$ cat config.mk
export PLATFORM = sky130hd
export DESIGN_NAME = mbr_partition_table_parser_core_flat
export DESIGN_NICKNAME = d
export VERILOG_FILES = /design/src/sv/mbrp_pkg.sv /design/src/sv/mbrp_in_if.sv /design/src/sv/mbrp_out_if.sv /design/src/sv/mbrp_ctrl.sv /design/src/sv/mbrp_datapath.sv /design/src/sv/mbr_partition_table_parser_core.sv /design/src/flat_wrapper.sv
export SDC_FILE = /design/constraint.sdc
export NUM_CORES = 1
export LEC_CHECK = 0
export BUFFER_PORTS_ARGS = -buffer_cell sky130_fd_sc_hd__buf_2
export CAP_MARGIN = 20
export CELL_PAD_IN_SITES_DETAIL_PLACEMENT = 0
export CELL_PAD_IN_SITES_GLOBAL_PLACEMENT = 1
export CORE_ASPECT_RATIO = 0.7
export CORE_MARGIN = 1
export CORE_UTILIZATION = 40
export CTS_CLUSTER_SIZE = 10
export DETAILED_ROUTE_END_ITERATION = 16
export PLACE_DENSITY = 0.73
export SLEW_MARGIN = 20
export SYNTH_ARGS = -nofsm -noshare
export SYNTH_HDL_FRONTEND = slang
export SYNTH_HIERARCHICAL = 1
export SYNTH_SLANG_ARGS = --single-unit
$ cat constraint.sdc
create_clock -name clk_i -period 5.8 [get_ports clk_i]
set_input_delay 1.16 -clock clk_i [delete_from_list [all_inputs] [get_ports clk_i]]
set_output_delay 1.16 -clock clk_i [all_outputs]
set_load 0.02 [all_outputs]
$ cat src/sv/mbrp_pkg.sv
// ----------------------------------------------------------------------------
// MBR partition table parser package
// Shared types, constants and codes for the parser core.
// ----------------------------------------------------------------------------
package mbrp_pkg;

  localparam int MAX_PARTITIONS = 16;
  localparam int SLOT_W         = $clog2(MAX_PARTITIONS + 1);
  localparam int POS_W          = 10;

  localparam logic [SLOT_W-1:0] SLOT_LIMIT  = SLOT_W'(MAX_PARTITIONS);
  localparam logic [POS_W-1:0]  ENTRY_START = 10'd446;
  localparam logic [POS_W-1:0]  SIG_START   = 10'd510;
  localparam logic [POS_W-1:0]  SECTOR_LAST = 10'd511;
  localparam logic [POS_W-1:0]  POS_MAX     = 10'd1023;
  localparam logic [7:0]        BOOT_MARK   = 8'h80;
  localparam logic [15:0]       SIG_VALUE   = 16'hAA55;
  localparam int                SECTOR_SHIFT = 9;

  localparam logic OP_CLEAR = 1'b0;
  localparam logic OP_BYTE  = 1'b1;

  localparam logic KIND_RECORD = 1'b0;
  localparam logic KIND_DONE   = 1'b1;

  typedef enum logic [2:0] {
    ST_OK      = 3'd0,
    ST_BAD_SIG = 3'd1,
    ST_BAD_LEN = 3'd2,
    ST_FULL    = 3'd3,
    ST_RANGE   = 3'd4
  } scan_status_e;

  typedef enum logic [1:0] {
    STEP_SKIP,
    STEP_RECORD,
    STEP_DONE
  } step_e;

  typedef enum logic {
    S_IDLE,
    S_WALK
  } ctrl_state_e;

  typedef struct packed {
    logic        operation;
    logic [7:0]  data_byte;
    logic        last_byte;
    logic [3:0]  device_index;
    logic [47:0] device_total_sectors;
  } in_item_t;

  typedef struct packed {
    logic        record_kind;
    logic [3:0]  slot_index;
    logic [2:0]  entry_number;
    logic [3:0]  disk_index;
    logic [7:0]  partition_type;
    logic        bootable;
    logic [31:0] first_lba;
    logic [31:0] sector_total;
    logic [40:0] byte_size;
    logic [2:0]  scan_status;
    logic [4:0]  table_count;
    logic        last_result;
  } out_item_t;

  typedef struct packed {
    logic       take;
    logic       step_en;
    logic [2:0] entry_idx;
  } cmd_t;

  typedef struct packed {
    step_e step;
    logic  out_free;
  } sts_t;

endpackage

$ cat src/sv/mbrp_in_if.sv
// ----------------------------------------------------------------------------
// Sector byte channel
// Valid/ready channel carrying one sector byte or a clear item per transfer.
// ----------------------------------------------------------------------------
interface mbrp_in_if;
  import mbrp_pkg::*;

  logic     valid;
  logic     ready;
  in_item_t payload;

  modport source (output valid, output payload, input ready);
  modport sink   (input valid, input payload, output ready);
endinterface

$ cat src/sv/mbrp_out_if.sv
// ----------------------------------------------------------------------------
// Partition record channel
// Valid/ready channel carrying one partition record or done item per transfer.
// ----------------------------------------------------------------------------
interface mbrp_out_if;
  import mbrp_pkg::*;

  logic      valid;
  logic      ready;
  out_item_t payload;

  modport source (output valid, output payload, input ready);
  modport sink   (input valid, input payload, output ready);
endinterface

$ cat src/sv/mbrp_ctrl.sv
// ----------------------------------------------------------------------------
// MBR parser controller
// Takes sector bytes while idle and steps the entry walk after the last byte.
// ----------------------------------------------------------------------------
module mbrp_ctrl (
  input  logic          clk_i,
  input  logic          rst_ni,
  input  logic          in_valid_i,
  input  logic          in_op_i,
  input  logic          in_last_i,
  output logic          in_ready_o,
  input  mbrp_pkg::sts_t sts_i,
  output mbrp_pkg::cmd_t cmd_o
);
  import mbrp_pkg::*;

  ctrl_state_e state_q, state_d;
  logic [2:0]  idx_q, idx_d;

  always_comb begin
    state_d = state_q;
    idx_d   = idx_q;
    unique case (state_q)
      S_IDLE: begin
        if (in_valid_i && in_op_i == OP_BYTE && in_last_i) begin
          state_d = S_WALK;
          idx_d   = 3'd0;
        end
      end
      S_WALK: begin
        if (sts_i.out_free) begin
          unique case (sts_i.step)
            STEP_SKIP, STEP_RECORD: idx_d = idx_q + 3'd1;
            STEP_DONE:              state_d = S_IDLE;
            default:                state_d = S_IDLE;
          endcase
        end
      end
      default: state_d = S_IDLE;
    endcase
  end

  always_comb begin
    in_ready_o       = (state_q == S_IDLE);
    cmd_o.take       = (state_q == S_IDLE) && in_valid_i;
    cmd_o.step_en    = (state_q == S_WALK) && sts_i.out_free;
    cmd_o.entry_idx  = idx_q;
  end

  always_ff @(posedge clk_i or negedge rst_ni) begin
    if (!rst_ni) begin
      state_q <= S_IDLE;
      idx_q   <= 3'd0;
    end else begin
      state_q <= state_d;
      idx_q   <= idx_d;
    end
  end

  a_idx_bound: assert property (@(posedge clk_i) disable iff (!rst_ni)
    idx_q <= 3'd4)
    else $error("entry index past the table");

endmodule

$ cat src/sv/mbrp_datapath.sv
// ----------------------------------------------------------------------------
// MBR parser datapath
// Byte position, entry field registers, slot count, walk decision and the
// output register.
// ----------------------------------------------------------------------------
module mbrp_datapath (
  input  logic                clk_i,
  input  logic                rst_ni,
  input  mbrp_pkg::in_item_t  in_i,
  input  mbrp_pkg::cmd_t      cmd_i,
  output mbrp_pkg::sts_t      sts_o,
  output logic                out_valid_o,
  input  logic                out_ready_i,
  output mbrp_pkg::out_item_t out_o
);
  import mbrp_pkg::*;

  logic [POS_W-1:0]  pos_q, pos_d;
  logic [7:0]        sig_low_q, sig_low_d;
  logic [SLOT_W-1:0] slot_q, slot_d;
  logic [3:0]        dev_q, dev_d;
  logic [47:0]       sectors_q, sectors_d;
  logic              len_ok_q, len_ok_d;
  logic              sig_ok_q, sig_ok_d;
  logic              out_valid_q, out_valid_d;
  out_item_t         out_q;

  logic              boot_q [4];
  logic [7:0]        type_q [4];
  logic [31:0]       lba_q  [4];
  logic [31:0]       cnt_q  [4];

  logic              byte_take;
  logic              in_entry;
  logic [POS_W-1:0]  off;
  logic [1:0]        wr_e;
  logic [3:0]        wr_k;
  logic [1:0]        sel;
  logic [32:0]       end_sum;
  logic              full;
  logic              empty;
  logic              past_end;
  scan_status_e      done_status;
  step_e             step;
  logic [SLOT_W+4:0] slot_ext;
  out_item_t         rec_item;
  out_item_t         done_item;

  assign byte_take = cmd_i.take && (in_i.operation == OP_BYTE);
  assign in_entry  = (pos_q >= ENTRY_START) && (pos_q < SIG_START);
  assign off       = pos_q - ENTRY_START;
  assign wr_e      = off[5:4];
  assign wr_k      = off[3:0];

  always_ff @(posedge clk_i) begin
    if (byte_take && in_entry) begin
      if (wr_k == 4'd0) boot_q[wr_e] <= (in_i.data_byte == BOOT_MARK);
      if (wr_k == 4'd4) type_q[wr_e] <= in_i.data_byte;
      if (wr_k[3:2] == 2'b10) lba_q[wr_e][{wr_k[1:0], 3'b000} +: 8] <= in_i.data_byte;
      if (wr_k[3:2] == 2'b11) cnt_q[wr_e][{wr_k[1:0], 3'b000} +: 8] <= in_i.data_byte;
    end
  end

  assign sel      = cmd_i.entry_idx[1:0];
  assign end_sum  = {1'b0, lba_q[sel]} + {1'b0, cnt_q[sel]};
  assign full     = (slot_q >= SLOT_LIMIT);
  assign empty    = (type_q[sel] == 8'd0) || (cnt_q[sel] == 32'd0);
  assign past_end = ({15'd0, end_sum} > sectors_q);

  always_comb begin
    step        = STEP_DONE;
    done_status = ST_OK;
    priority if (!len_ok_q) begin
      done_status = ST_BAD_LEN;
    end else if (!sig_ok_q) begin
      done_status = ST_BAD_SIG;
    end else if (cmd_i.entry_idx[2]) begin
      done_status = ST_OK;
    end else if (full) begin
      done_status = ST_FULL;
    end else if (empty) begin
      step = STEP_SKIP;
    end else if (past_end) begin
      done_status = ST_RANGE;
    end else begin
      step = STEP_RECORD;
    end
  end

  assign slot_ext = {5'd0, slot_q};

  always_comb begin
    rec_item                  = '0;
    rec_item.record_kind      = KIND_RECORD;
    rec_item.slot_index       = slot_ext[3:0];
    rec_item.entry_number     = cmd_i.entry_idx + 3'd1;
    rec_item.disk_index       = dev_q;
    rec_item.partition_type   = type_q[sel];
    rec_item.bootable         = boot_q[sel];
    rec_item.first_lba        = lba_q[sel];
    rec_item.sector_total     = cnt_q[sel];
    rec_item.byte_size        = {cnt_q[sel], SECTOR_SHIFT'(0)};

    done_item                 = '0;
    done_item.record_kind     = KIND_DONE;
    done_item.disk_index      = dev_q;
    done_item.scan_status     = done_status;
    done_item.table_count     = slot_ext[4:0];
    done_item.last_result     = 1'b1;
  end

  assign sts_o.step     = step;
  assign sts_o.out_free = !out_valid_q || out_ready_i;

  always_comb begin
    pos_d       = pos_q;
    sig_low_d   = sig_low_q;
    slot_d      = slot_q;
    dev_d       = dev_q;
    sectors_d   = sectors_q;
    len_ok_d    = len_ok_q;
    sig_ok_d    = sig_ok_q;
    out_valid_d = out_valid_q;

    if (out_ready_i) out_valid_d = 1'b0;

    if (cmd_i.take) begin
      if (in_i.operation == OP_CLEAR) begin
        slot_d = '0;
        pos_d  = '0;
      end else begin
        if (pos_q == '0) begin
          dev_d     = in_i.device_index;
          sectors_d = in_i.device_total_sectors;
        end
        if (pos_q == SIG_START) sig_low_d = in_i.data_byte;
        if (in_i.last_byte) begin
          pos_d    = '0;
          len_ok_d = (pos_q == SECTOR_LAST);
          sig_ok_d = ({in_i.data_byte, sig_low_q} == SIG_VALUE);
        end else if (pos_q != POS_MAX) begin
          pos_d = pos_q + 10'd1;
        end
      end
    end

    if (cmd_i.step_en && step != STEP_SKIP) begin
      out_valid_d = 1'b1;
      if (step == STEP_RECORD) slot_d = slot_q + SLOT_W'(1);
    end
  end

  always_ff @(posedge clk_i or negedge rst_ni) begin
    if (!rst_ni) begin
      pos_q       <= '0;
      sig_low_q   <= '0;
      slot_q      <= '0;
      dev_q       <= '0;
      sectors_q   <= '0;
      len_ok_q    <= 1'b0;
      sig_ok_q    <= 1'b0;
      out_valid_q <= 1'b0;
    end else begin
      pos_q       <= pos_d;
      sig_low_q   <= sig_low_d;
      slot_q      <= slot_d;
      dev_q       <= dev_d;
      sectors_q   <= sectors_d;
      len_ok_q    <= len_ok_d;
      sig_ok_q    <= sig_ok_d;
      out_valid_q <= out_valid_d;
    end
  end

  always_ff @(posedge clk_i) begin
    if (cmd_i.step_en && step == STEP_RECORD) out_q <= rec_item;
    else if (cmd_i.step_en && step == STEP_DONE) out_q <= done_item;
  end

  assign out_valid_o = out_valid_q;
  assign out_o       = out_q;

  a_slot_bound: assert property (@(posedge clk_i) disable iff (!rst_ni)
    slot_q <= SLOT_LIMIT)
    else $error("slot count past the table size");

  a_record_number: assert property (@(posedge clk_i) disable iff (!rst_ni)
    (out_valid_q && out_q.record_kind == KIND_RECORD) |->
      (out_q.entry_number != 3'd0 && out_q.entry_number <= 3'd4))
    else $error("record with bad partition number");

  a_slot_advance: assert property (@(posedge clk_i) disable iff (!rst_ni)
    (cmd_i.step_en && step == STEP_RECORD && !(cmd_i.take && in_i.operation == OP_CLEAR))
      |=> slot_q == $past(slot_q) + SLOT_W'(1))
    else $error("slot count did not advance on a record");

endmodule

$ cat src/sv/mbr_partition_table_parser_core.sv
// ----------------------------------------------------------------------------
// MBR partition table parser core
// Parses sector zero of a disk and reports its primary partitions.
// ----------------------------------------------------------------------------
// Sector bytes are taken one per cycle whenever no table walk runs. The byte
// marked last starts a walk over the four table entries, one entry per
// cycle while the output is free, via a single output register: a record
// for each accepted entry and a done item at the end. Input is held off
// during the walk. The done item may still wait for transfer while bytes
// of the next sector come in. Slot numbers run on across sectors until a
// clear item.
module mbr_partition_table_parser_core (
  input  logic              clk_i,
  input  logic              rst_ni,
  mbrp_in_if.sink           in_i,
  mbrp_out_if.source        out_o
);
  import mbrp_pkg::*;

  cmd_t cmd;
  sts_t sts;

  mbrp_ctrl u_ctrl (
    .clk_i      (clk_i),
    .rst_ni     (rst_ni),
    .in_valid_i (in_i.valid),
    .in_op_i    (in_i.payload.operation),
    .in_last_i  (in_i.payload.last_byte),
    .in_ready_o (in_i.ready),
    .sts_i      (sts),
    .cmd_o      (cmd)
  );

  mbrp_datapath u_datapath (
    .clk_i       (clk_i),
    .rst_ni      (rst_ni),
    .in_i        (in_i.payload),
    .cmd_i       (cmd),
    .sts_o       (sts),
    .out_valid_o (out_o.valid),
    .out_ready_i (out_o.ready),
    .out_o       (out_o.payload)
  );

endmodule
$ cat src/flat_wrapper.sv
// flat-port wrapper written by rule: the top's interface ports become plain ports
module mbr_partition_table_parser_core_flat import mbrp_pkg::*;
  (clk_i, rst_ni, in_i_valid, in_i_payload, in_i_ready, out_o_valid, out_o_payload, out_o_ready);
  mbrp_in_if in_i_i ();
  mbrp_out_if out_o_i ();
  input  logic clk_i;
  input  logic rst_ni;
  input wire logic [$bits(in_i_i.valid)-1:0] in_i_valid;
  input wire logic [$bits(in_i_i.payload)-1:0] in_i_payload;
  output wire logic [$bits(in_i_i.ready)-1:0] in_i_ready;
  output wire logic [$bits(out_o_i.valid)-1:0] out_o_valid;
  output wire logic [$bits(out_o_i.payload)-1:0] out_o_payload;
  input wire logic [$bits(out_o_i.ready)-1:0] out_o_ready;
  assign in_i_i.valid = in_i_valid;
  assign in_i_i.payload = in_i_payload;
  assign in_i_ready = in_i_i.ready;
  assign out_o_valid = out_o_i.valid;
  assign out_o_payload = out_o_i.payload;
  assign out_o_i.ready = out_o_ready;
  mbr_partition_table_parser_core u_core (.clk_i(clk_i), .rst_ni(rst_ni), .in_i(in_i_i), .out_o(out_o_i));
endmodule
==> flow_summary.ini, run 1 <==
[floorplanning]
rows = 70
initial_core_util_pct = 40.50
fp.dieW_microns = 277.0
fp.dieArea_sq_um = 53880
io_pins = 203
design.core.area_sq_um = 52290
die_height_microns = 194.5

[global_routing]
grt_pass1_vias = 13380
grt_pass1_wl_microns = 80470
grt_remaining_overflow = 0
antenna_found_initial = 3
track_usage_pct = 19.75
grt_max_degree = 76

[layout]
fin_cells = 2505
fill_cells = 4390
syn_to_final_growth_pct = 23.85
drive_above_1_share_pct = 37.01
final_cell_mix = edfxtp_1 (376), buf_4 (194), buf_2 (192), and3_1 (86), dfrtp_1 (80)
antenna_cells = 0
nets = 1927
final_common_cell = edfxtp_1

[clock_network]
clk_latency_ns = 0.60
cts_buffers = 53
cts_hold_buffers = 0
cts.clk_slew.worst_paths_ns = 0.06
clockRootBuffer = clkbuf_16
ctsLongestPathBuffers = 3
cts_sinks = 467
cts_tree = done
cts_max_level = 2

[setup_path]
reg2reg_to = u_core/u_ctrl/idx_q[0]$_DFFE_PN0P_
arrival_ns = 6.23
critPathTopFamily = compound AO/OA/AOI/OAI gates
worst-path-buf-inv = 5
crit_chain = buf_12 -> mux4_2 -> ha_4 -> o211ai_1 -> o211ai_1 -> nand4_1 -> buf_6 -> o2111a_2 -> buf_6 -> o31ai_2 -> a21oi_1 -> xnor2_1 -> ha_1 -> nand4_1 -> or4_4 -> nor4_4 -> buf_4 -> nand3_2 -> a32o_2 -> a21oi_4 -> inv_2 -> and3b_2 -> nor2_2 -> mux2_4
crit_required_ns = 6.28
reg2reg_slack_ns = 0.05
worstSetupPathType = flop to flop
slowest_delay_ns = 0.57
reg2regPathDepth = 24
rr_startpoint = u_core/u_ctrl/idx_q[0]$_DFFE_PN0P_
cp_max_fo = 5
crit_path_start_kind = flop
cpMaxStageDelayCell = or4_4
end_kind = flop

[detailed_routing]
wl_met2_microns = 25020
wire_per_inst_microns = 22.26
postRouteAntennaNets = 0
vias = 13480
met1_length_microns = 25640
wl_met3_microns = 3901
via_per_inst = 5.382
dr.pass1.iters = 5
top_layer_used = met5
drt_iter0_drc = 1292
drc = 0
wirelength_microns = 55770

[min_path]
min_path_cells = 2
min_from = u_core/u_datapath/out_o[7]$_SDFFE_PN0N_
hp-class = flop to flop
holdPathEnd = u_core/u_datapath/out_o[7]$_SDFFE_PN0N_

[sta]
post-route-period-util_pct = 99.10
fmax_mhz = 174.0
drv_slew = 0
maxSlewHeadroom_pct = 27.34
rsz0062_at_grt = yes
worst_slew_pin_slew_ns = 1.086
hold_viol_final = 0
setup_viol = 0
skew_ns = 0.02037
fin_crit_ns = 5.748

[power]
p_int_w = 0.005761
p_per_area_nw_per_um2 = 281.6
swShare_pct = 22.02
total_power_w = 0.007387
p_switching_w = 0.001627
pwr-share-comb_pct = 6.8
leakage_nw = 10.66
clkPwrFrac_pct = 41.5
seqPwrFrac_pct = 51.7
vdd_drop_max_mv = 0.1896

[yosys]
yosys_warnings = 6
avgSynthCellArea_sq_um = 15.04
syn_area_sq_um = 21180
synthCells = 1408

[place]
portBuffers = 193
dp.cells = 2386
gp_congestion = 0.8713
dp.final_hpwl_microns = 38060

[status]
outcome = completed

[run]
cap_violations = 0
-- tightest hold or removal path, cell delays in order (launching register included) --
cell and delay [ns]:
dfxtp_1 0.31, inv_1 0.05, o22ai_1 0.05
-- per-layer routing --
metal	track usage, %	up-vias
li1	-	6101
met1	28.53	6818
met2	30.48	481
met3	3.618	80
met4	5.720	2
met5	0	-
-- flip-flops by register name, indices dropped and copies added, names as in the netlist --
register	count
u_core/u_datapath/lba_q	128
u_core/u_ctrl/state_q	1
u_core/u_datapath/cnt_q	128
u_core/u_datapath/out_o	93
u_core/u_datapath/dev_q	4
u_core/u_datapath/slot_q	5
u_core/u_ctrl/idx_q	3
u_core/u_datapath/len_ok_q	1
u_core/u_datapath/sig_ok_q	1
u_core/u_datapath/type_q	32
u_core/u_datapath/out_valid_o	1
u_core/u_datapath/pos_q	10
u_core/u_datapath/boot_q	4
u_core/u_datapath/sig_low_q	8
u_core/u_datapath/sectors_q	48
-- metrics by stage --
step	hold slack, ns	utilization, %	worst slack (ns)	cell area [sq um]	setup TNS [ns]
global placement	0.4574	45.75	-0.3669	23920	-19.95
CTS	0.4667	49.39	0.001667	25830	0
finish	0.4630	50.16	0.05195	26230	0
floorplan	0.4575	-	0.003737	21240	0
detailed placement	0.4539	45.80	-0.3850	23950	-20.76
global route	0.4866	50.16	-0.1568	26230	-4.296
-- what timing repair did --
action                     in CTS  in global routing
gates resized for setup        35                 40
setup endpoints to repair      96                 96
pin swaps                      18                 25
cloned                          1                 10
setup buffers                  11                  7
-- power groups by stage --
stage / clock (W) / combinational [W] / sequential [W]
2_1_floorplan: 0 / 0.000319 / 0.00387
5_1_grt: 0.00326 / 0.000564 / 0.00383
3_5_place_dp: 0 / 0.000501 / 0.00388
6_report: 0.00307 / 0.000505 / 0.00382
3_3_place_gp: 0 / 0.000484 / 0.00388
4_1_cts: 0.00314 / 0.000508 / 0.00382
-- cell type report --
cell class / count / area (sq um) / share of cell area (%)
inverters: 58 / 220.2 / 0.8396
repair buffers: 411 / 2856 / 10.89
clock inverters: 2 / 12.51 / 0.04770
multi-input cells: 793 / 7208 / 27.48
well taps: 684 / 855.8 / 3.263
clock buffers: 90 / 1548 / 5.901
flip-flops and latches: 467 / 13530 / 51.58
-- worst max path at each step --
stage                                             startpoint                                  to  slack (ns)  cells past startpoint
final                     u_core/u_ctrl/idx_q[0]$_DFFE_PN0P_  u_core/u_ctrl/idx_q[0]$_DFFE_PN0P_        0.05                     24
after global routing      u_core/u_ctrl/idx_q[0]$_DFFE_PN0P_  u_core/u_ctrl/idx_q[0]$_DFFE_PN0P_       -0.16                     25
after CTS                 u_core/u_ctrl/idx_q[1]$_DFFE_PN0P_  u_core/u_ctrl/idx_q[2]$_DFFE_PN0P_       0.002                     24
after detailed placement  u_core/u_ctrl/idx_q[0]$_DFFE_PN0P_  u_core/u_ctrl/idx_q[1]$_DFFE_PN0P_       -0.39                     27
after global placement    u_core/u_ctrl/idx_q[0]$_DFFE_PN0P_  u_core/u_ctrl/idx_q[1]$_DFFE_PN0P_       -0.37                     27
after floorplan           u_core/u_ctrl/idx_q[0]$_DFFE_PN0P_  u_core/u_ctrl/idx_q[0]$_DFFE_PN0P_       0.004                     23
Note: power is estimated with default switching activity, not from simulation.
==> run 2, diff against run 1 <==
- GPL_ROUTABILITY_DRIVEN: not set -> 0
- PLACE_DENSITY: 0.73 -> 0.75
==> run 2 against run 1 <==
  * The flow now finishes with violations (DRC, setup timing)
  * Combinational power up 1%
  * Register-to-register slack worse by 0.05 ns
  * Critical path depth down 3
  * Cell area down 0.93%
  * Fmax down 0.93%
  * Worst hold slack better by 0.0085 ns
  * Worst setup slack worse by 0.054 ns
  * Die area unchanged
  * Count of clock-buffer cells in the layout down 4
==> flow_summary.ini, run 2 (synthesis gave the netlist of run 1 again) <==
[floorplanning]
design.core.area_sq_um = 52290
fp.dieW_microns = 277.0
initial_core_util_pct = 40.50
rows = 70
fp.dieArea_sq_um = 53880
die_height_microns = 194.5
io_pins = 203

[global_routing]
grt_max_degree = 87
grt_remaining_overflow = 0
track_usage_pct = 19.42
grt_pass1_vias = 13120
grt_pass1_wl_microns = 78770
antenna_found_initial = 4

[min_path]
holdPathEnd = u_core/u_datapath/out_o[3]$_SDFFE_PN0N_
hp-class = flop to flop
min_path_cells = 1
min_from = u_core/u_datapath/out_o[3]$_SDFFE_PN0N_

[status]
outcome = finished, violations left
violations = DRC, setup timing

[sta]
worst_slack_ns = -0.002021
skew_ns = 0.04155
rsz0062_at_grt = yes
fin_tns_setup_ns = -0.002021
fin_crit_ns = 5.802
worst_slew_pin_slew_ns = 1.028
post-route-period-util_pct = 100.0
drv_slew = 0
setup_viol = 1
fmax_mhz = 172.4
hold_viol_final = 0
whs_ns = 0.4715
maxSlewHeadroom_pct = 30.54

[clock_network]
cts.clk_slew.worst_paths_ns = 0.06
cts_buffers = 53
ctsLongestPathBuffers = 3
cts_sinks = 467
clockRootBuffer = clkbuf_16
cts_tree = done
clk_latency_ns = 0.62
cts_max_level = 2

[power]
leakage_nw = 10.56
p_per_area_nw_per_um2 = 282.0
vdd_drop_max_mv = 0.1925

[setup_path]
cp_max_fo = 7
rr_startpoint = u_core/u_ctrl/idx_q[0]$_DFFE_PN0P_
end_kind = flop
worstSetupPathType = flop to flop
reg2reg_to = u_core/u_ctrl/idx_q[2]$_DFFE_PN0P_
crit_required_ns = 6.30
reg2regPathDepth = 21
arrival_ns = 6.30
reg2reg_slack_ns = -0.002
crit_path_start_kind = flop

[detailed_routing]
postRouteAntennaNets = 0
via_per_inst = 5.335
wire_per_inst_microns = 21.47
drc = 1
vias = 13320
dr.pass1.iters = 11
wirelength_microns = 53600
drt_iter0_drc = 1096

[layout]
post-route-util_pct = 49.69
antenna_cells = 0
regArea_sq_um = 13530
fill_cells = 4410
final_cell_mix = edfxtp_1 (376), buf_2 (193), buf_4 (189), and3_1 (88), dfrtp_1 (80)
syn_to_final_growth_pct = 22.69
drive_above_1_share_pct = 35.60
fin_cells = 2496
multi_input_area_sq_um = 7092
final_common_cell = edfxtp_1
nets = 1918

[place]
dp.cells = 2379
dp.final_hpwl_microns = 37250
portBuffers = 193
preCtsSetupSlack_ns = -0.4278

[run]
cap_violations = 0
-- run 2: cell types whose count changed in the layout (fill, tap and decap cells not counted), sizes merged --
| cell | before | now |
|---|---|---|
| buf | 407 | 400 |
| clkbuf | 94 | 88 |
| clkinv | 1 | 4 |
| clkinvlp | 0 | 1 |
-- run 2: how the worst max path moves through the flow --
stage	cells past startpoint	end	start
CTS	26	u_core/u_ctrl/idx_q[0]$_DFFE_PN0P_	u_core/u_ctrl/idx_q[0]$_DFFE_PN0P_
floorplan	23	u_core/u_ctrl/idx_q[0]$_DFFE_PN0P_	u_core/u_ctrl/idx_q[0]$_DFFE_PN0P_
global placement	22	u_core/u_ctrl/idx_q[0]$_DFFE_PN0P_	u_core/u_ctrl/idx_q[0]$_DFFE_PN0P_
global route	21	u_core/u_ctrl/idx_q[2]$_DFFE_PN0P_	u_core/u_ctrl/idx_q[0]$_DFFE_PN0P_
detailed placement	21	u_core/u_ctrl/idx_q[0]$_DFFE_PN0P_	u_core/u_ctrl/idx_q[0]$_DFFE_PN0P_
finish	21	u_core/u_ctrl/idx_q[2]$_DFFE_PN0P_	u_core/u_ctrl/idx_q[0]$_DFFE_PN0P_
-- run 2: per-layer routing --
metal  global-route usage (%)  up-vias  routed length, microns
li1                         -     6091                       -
met1                    28.16     6678                   24500
met2                    29.47      459                   23960
met3                    3.919       83                    3843
met4                    5.844        4                    1269
met5                        0        -                      24
-- run 2: where the power goes --
part	internal (W)	leakage [nW]	switching (W)
Sequential	0.00375	4.74	0.0000637
Combinational	0.000225	5.10	0.000284
Clock	0.00171	0.726	0.00130
Total	0.00568	10.6	0.00165
-- run 2: final cells by class --
class | count | area share (%)
Sequential cell | 467 | 52.06
Multi-Input combinational cell | 793 | 27.29
Timing Repair Buffer | 402 | 10.60
Clock buffer | 86 | 5.581
Tap cell | 684 | 3.294
Inverter | 58 | 0.8475
Clock inverter | 6 | 0.3178
-- run 2: worst max-delay path: stages (launching register included) --
cell      delay (ns)
dfrtp_4         0.46
buf_12          0.15
mux4_2          0.55
ha_4            0.31
o211ai_1        0.14
o211ai_1        0.32
nand4_1         0.27
o2111a_2        0.40
or3_4           0.40
a21oi_2         0.13
xor2_1          0.10
ha_1            0.32
nand4_1         0.13
or4_4           0.52
nor4_4          0.18
nand3_2         0.13
a32o_2          0.33
a21oi_2         0.18
inv_2           0.05
and3b_2         0.27
nor2_2          0.06
a22o_2          0.25
-- run 2: metrics by stage --
stage	power [W]	cell area, sq um
finish	0.007328	25980
CTS	0.007403	25720
detailed placement	0.004383	23920
global route	0.007585	25980
global placement	0.004361	23920
floorplan	0.004194	21240
-- run 2: what timing repair did --
item,4_1_cts,5_1_grt
endpoints found under the hold margin,0,0
pin swaps,15,4
resized for setup,27,16
buffers inserted,9,13
endpoints found under the setup margin,97,89
hold buffers,0,0
cloned,1,2
==> run 3, diff against run 2 <==
- ABC_AREA: not set -> 1
- PLACE_DENSITY: 0.75 -> 0.78
==> run 3 against run 2 <==
  * The run now ends clean
  * Synthesized cell count rose by 49%
  * Total power rose by 9.5%
  * First-iteration DRC count is 38% higher
  * Count of clock-buffer cells in the layout fell by 2
  * Register-to-register slack better by 0.43 ns
  * Worst hold slack got worse by 0.050 ns
  * Largest cell class unchanged
  * Largest power group unchanged
  * Highest routed layer is now met4
==> flow_summary.ini, run 3 <==
[clock_network]
clk_latency_ns = 0.58
cts.clk_slew.worst_paths_ns = 0.06
cts_hold_buffers = 0
ctsLongestPathBuffers = 3
cts_max_level = 2
cts_buffers = 52
clockRootBuffer = clkbuf_16
cts_tree = done
cts_resized = 1
cts_sinks = 467
post-cts-setup-buffer-count = 0

[detailed_routing]
wire_per_inst_microns = 18.86
drc = 0
dr.pass1.iters = 6
vias = 15620
drt_iter0_drc = 1509
postRouteAntennaNets = 0
via_per_inst = 5.129
wirelength_microns = 57440

[setup_path]
reg2regPathDepth = 27
reg2reg_to = u_core/u_datapath/out_o[97]$_DFFE_PP_
cp_max_fo = 36
arrival_ns = 5.68
rr_startpoint = u_core/u_ctrl/idx_q[1]$_DFFE_PN0P_
worstSetupPathType = flop to flop
crit_required_ns = 6.11
end_kind = flop
crit_path_start_kind = flop
reg2reg_slack_ns = 0.43

[place]
preCtsSetupSlack_ns = -0.05799
portBuffers = 193
dp.cells = 2959
dp.final_hpwl_microns = 40850

[layout]
final_cell_mix = nand2_1 (412), edfxtp_1 (376), nor2_1 (319), buf_2 (192), inv_1 (178)
nets = 2427
fin_cells = 3045
antenna_cells = 0
final_common_cell = nand2_1
post-route-util_pct = 46.55
syn_to_final_growth_pct = 14.52
drive_above_1_share_pct = 16.50
fill_cells = 4939

[sta]
fin_crit_ns = 5.371
rsz0062_at_grt = no
skew_ns = 0.01780
fmax_mhz = 186.2
whs_ns = 0.4217
worst_slack_ns = 0.4289
post-route-period-util_pct = 92.60
hold_viol_final = 0
worst_slew_pin_slew_ns = 1.109
maxSlewHeadroom_pct = 25.76
setup_viol = 0
drv_slew = 0

[global_routing]
grt_pass1_vias = 14750
grt_pass1_wl_microns = 86850
grt_remaining_overflow = 0
grt_max_degree = 93
track_usage_pct = 20.50
antenna_found_initial = 0

[floorplanning]
die_height_microns = 197.8
rows = 71
design.core.area_sq_um = 53920
io_pins = 203
initial_core_util_pct = 40.65
fp.dieArea_sq_um = 55750
fp.dieW_microns = 281.8

[yosys]
yosys_warnings = 6
syn_area_sq_um = 21920
synthCells = 2092
avgSynthCellArea_sq_um = 10.48

[power]
vdd_drop_max_mv = 0.2140
leakage_nw = 10.41
p_per_area_nw_per_um2 = 319.8

[min_path]
hp-class = primary input to async pin

[status]
outcome = completed

[run]
cap_violations = 0
-- run 3: per-layer routing --
metal	global-route usage, %	part of all wire [%]
met5	0	0
met4	4.066	1.6
met3	3.622	7.8
met2	31.86	45
met1	30.05	46
-- run 3: worst max-delay path by stage --
| stage | from | end | slack [ns] | cells after the start |
|---|---|---|---|---|
| after floorplan | u_core/u_ctrl/idx_q[0]$_DFFE_PN0P_ | u_core/u_datapath/out_o[101]$_DFFE_PP_ | 0.50 | 33 |
| after global placement | u_core/u_ctrl/idx_q[0]$_DFFE_PN0P_ | u_core/u_datapath/out_o[127]$_DFFE_PP_ | -0.06 | 31 |
| after detailed placement | u_core/u_ctrl/idx_q[0]$_DFFE_PN0P_ | u_core/u_datapath/out_o[127]$_DFFE_PP_ | -0.06 | 31 |
| after CTS | u_core/u_ctrl/idx_q[0]$_DFFE_PN0P_ | u_core/u_datapath/out_o[127]$_DFFE_PP_ | 0.007 | 31 |
| after global routing | u_core/u_ctrl/idx_q[0]$_DFFE_PN0P_ | u_core/u_datapath/out_o[97]$_DFFE_PP_ | 0.01 | 32 |
| final | u_core/u_ctrl/idx_q[1]$_DFFE_PN0P_ | u_core/u_datapath/out_o[97]$_DFFE_PP_ | 0.43 | 27 |
-- run 3: metrics by stage --
step	setup TNS, ns	cell area [sq um]	power, W
finish	0	25100	0.008027
global route	0	25100	0.008356
CTS	0	25020	0.008072
detailed placement	-0.6721	23550	0.005123
global placement	-0.9178	23550	0.005071
floorplan	0	21950	0.004785
-- run 3: layout make-up --
cell class	instances	area [sq um]	share of cell area, %
well taps	730	913.4	3.639
multi-input cells	1337	7089	28.25
flip-flops and latches	467	13530	53.90
clock inverters	1	20.02	0.07976
repair buffers	243	1411	5.623
clock buffers	84	1443	5.748
inverters	183	694.4	2.767
-- run 3: critical path: stages, from the launching register on --
cell and delay (ns):
dfrtp_2 0.41, inv_2 0.30, buf_8 0.31, nand3_1 0.15, nand2_1 0.24, inv_1 0.07
ha_1 0.41, nand2_1 0.11, nand2_1 0.09, a31oi_1 0.30, o21ai_0 0.20, a221oi_1 0.37
nand2_1 0.09, nand2_1 0.06, nand2_1 0.05, ha_1 0.29, nand2_1 0.08, nor3_1 0.27
nand2_1 0.15, nor2_1 0.14, nand2_1 0.07, nand3_1 0.06, nand2_1 0.13, inv_1 0.19
nor2_8 0.05, nand3_4 0.10, buf_12 0.22, a21oi_1 0.08
-- run 3: power breakdown --
group | switching, W | internal (W) | leakage (nW)
Combinational | 0.000634 | 0.000376 | 5.13
Sequential | 0.000115 | 0.00394 | 4.58
Clock | 0.00128 | 0.00168 | 0.700
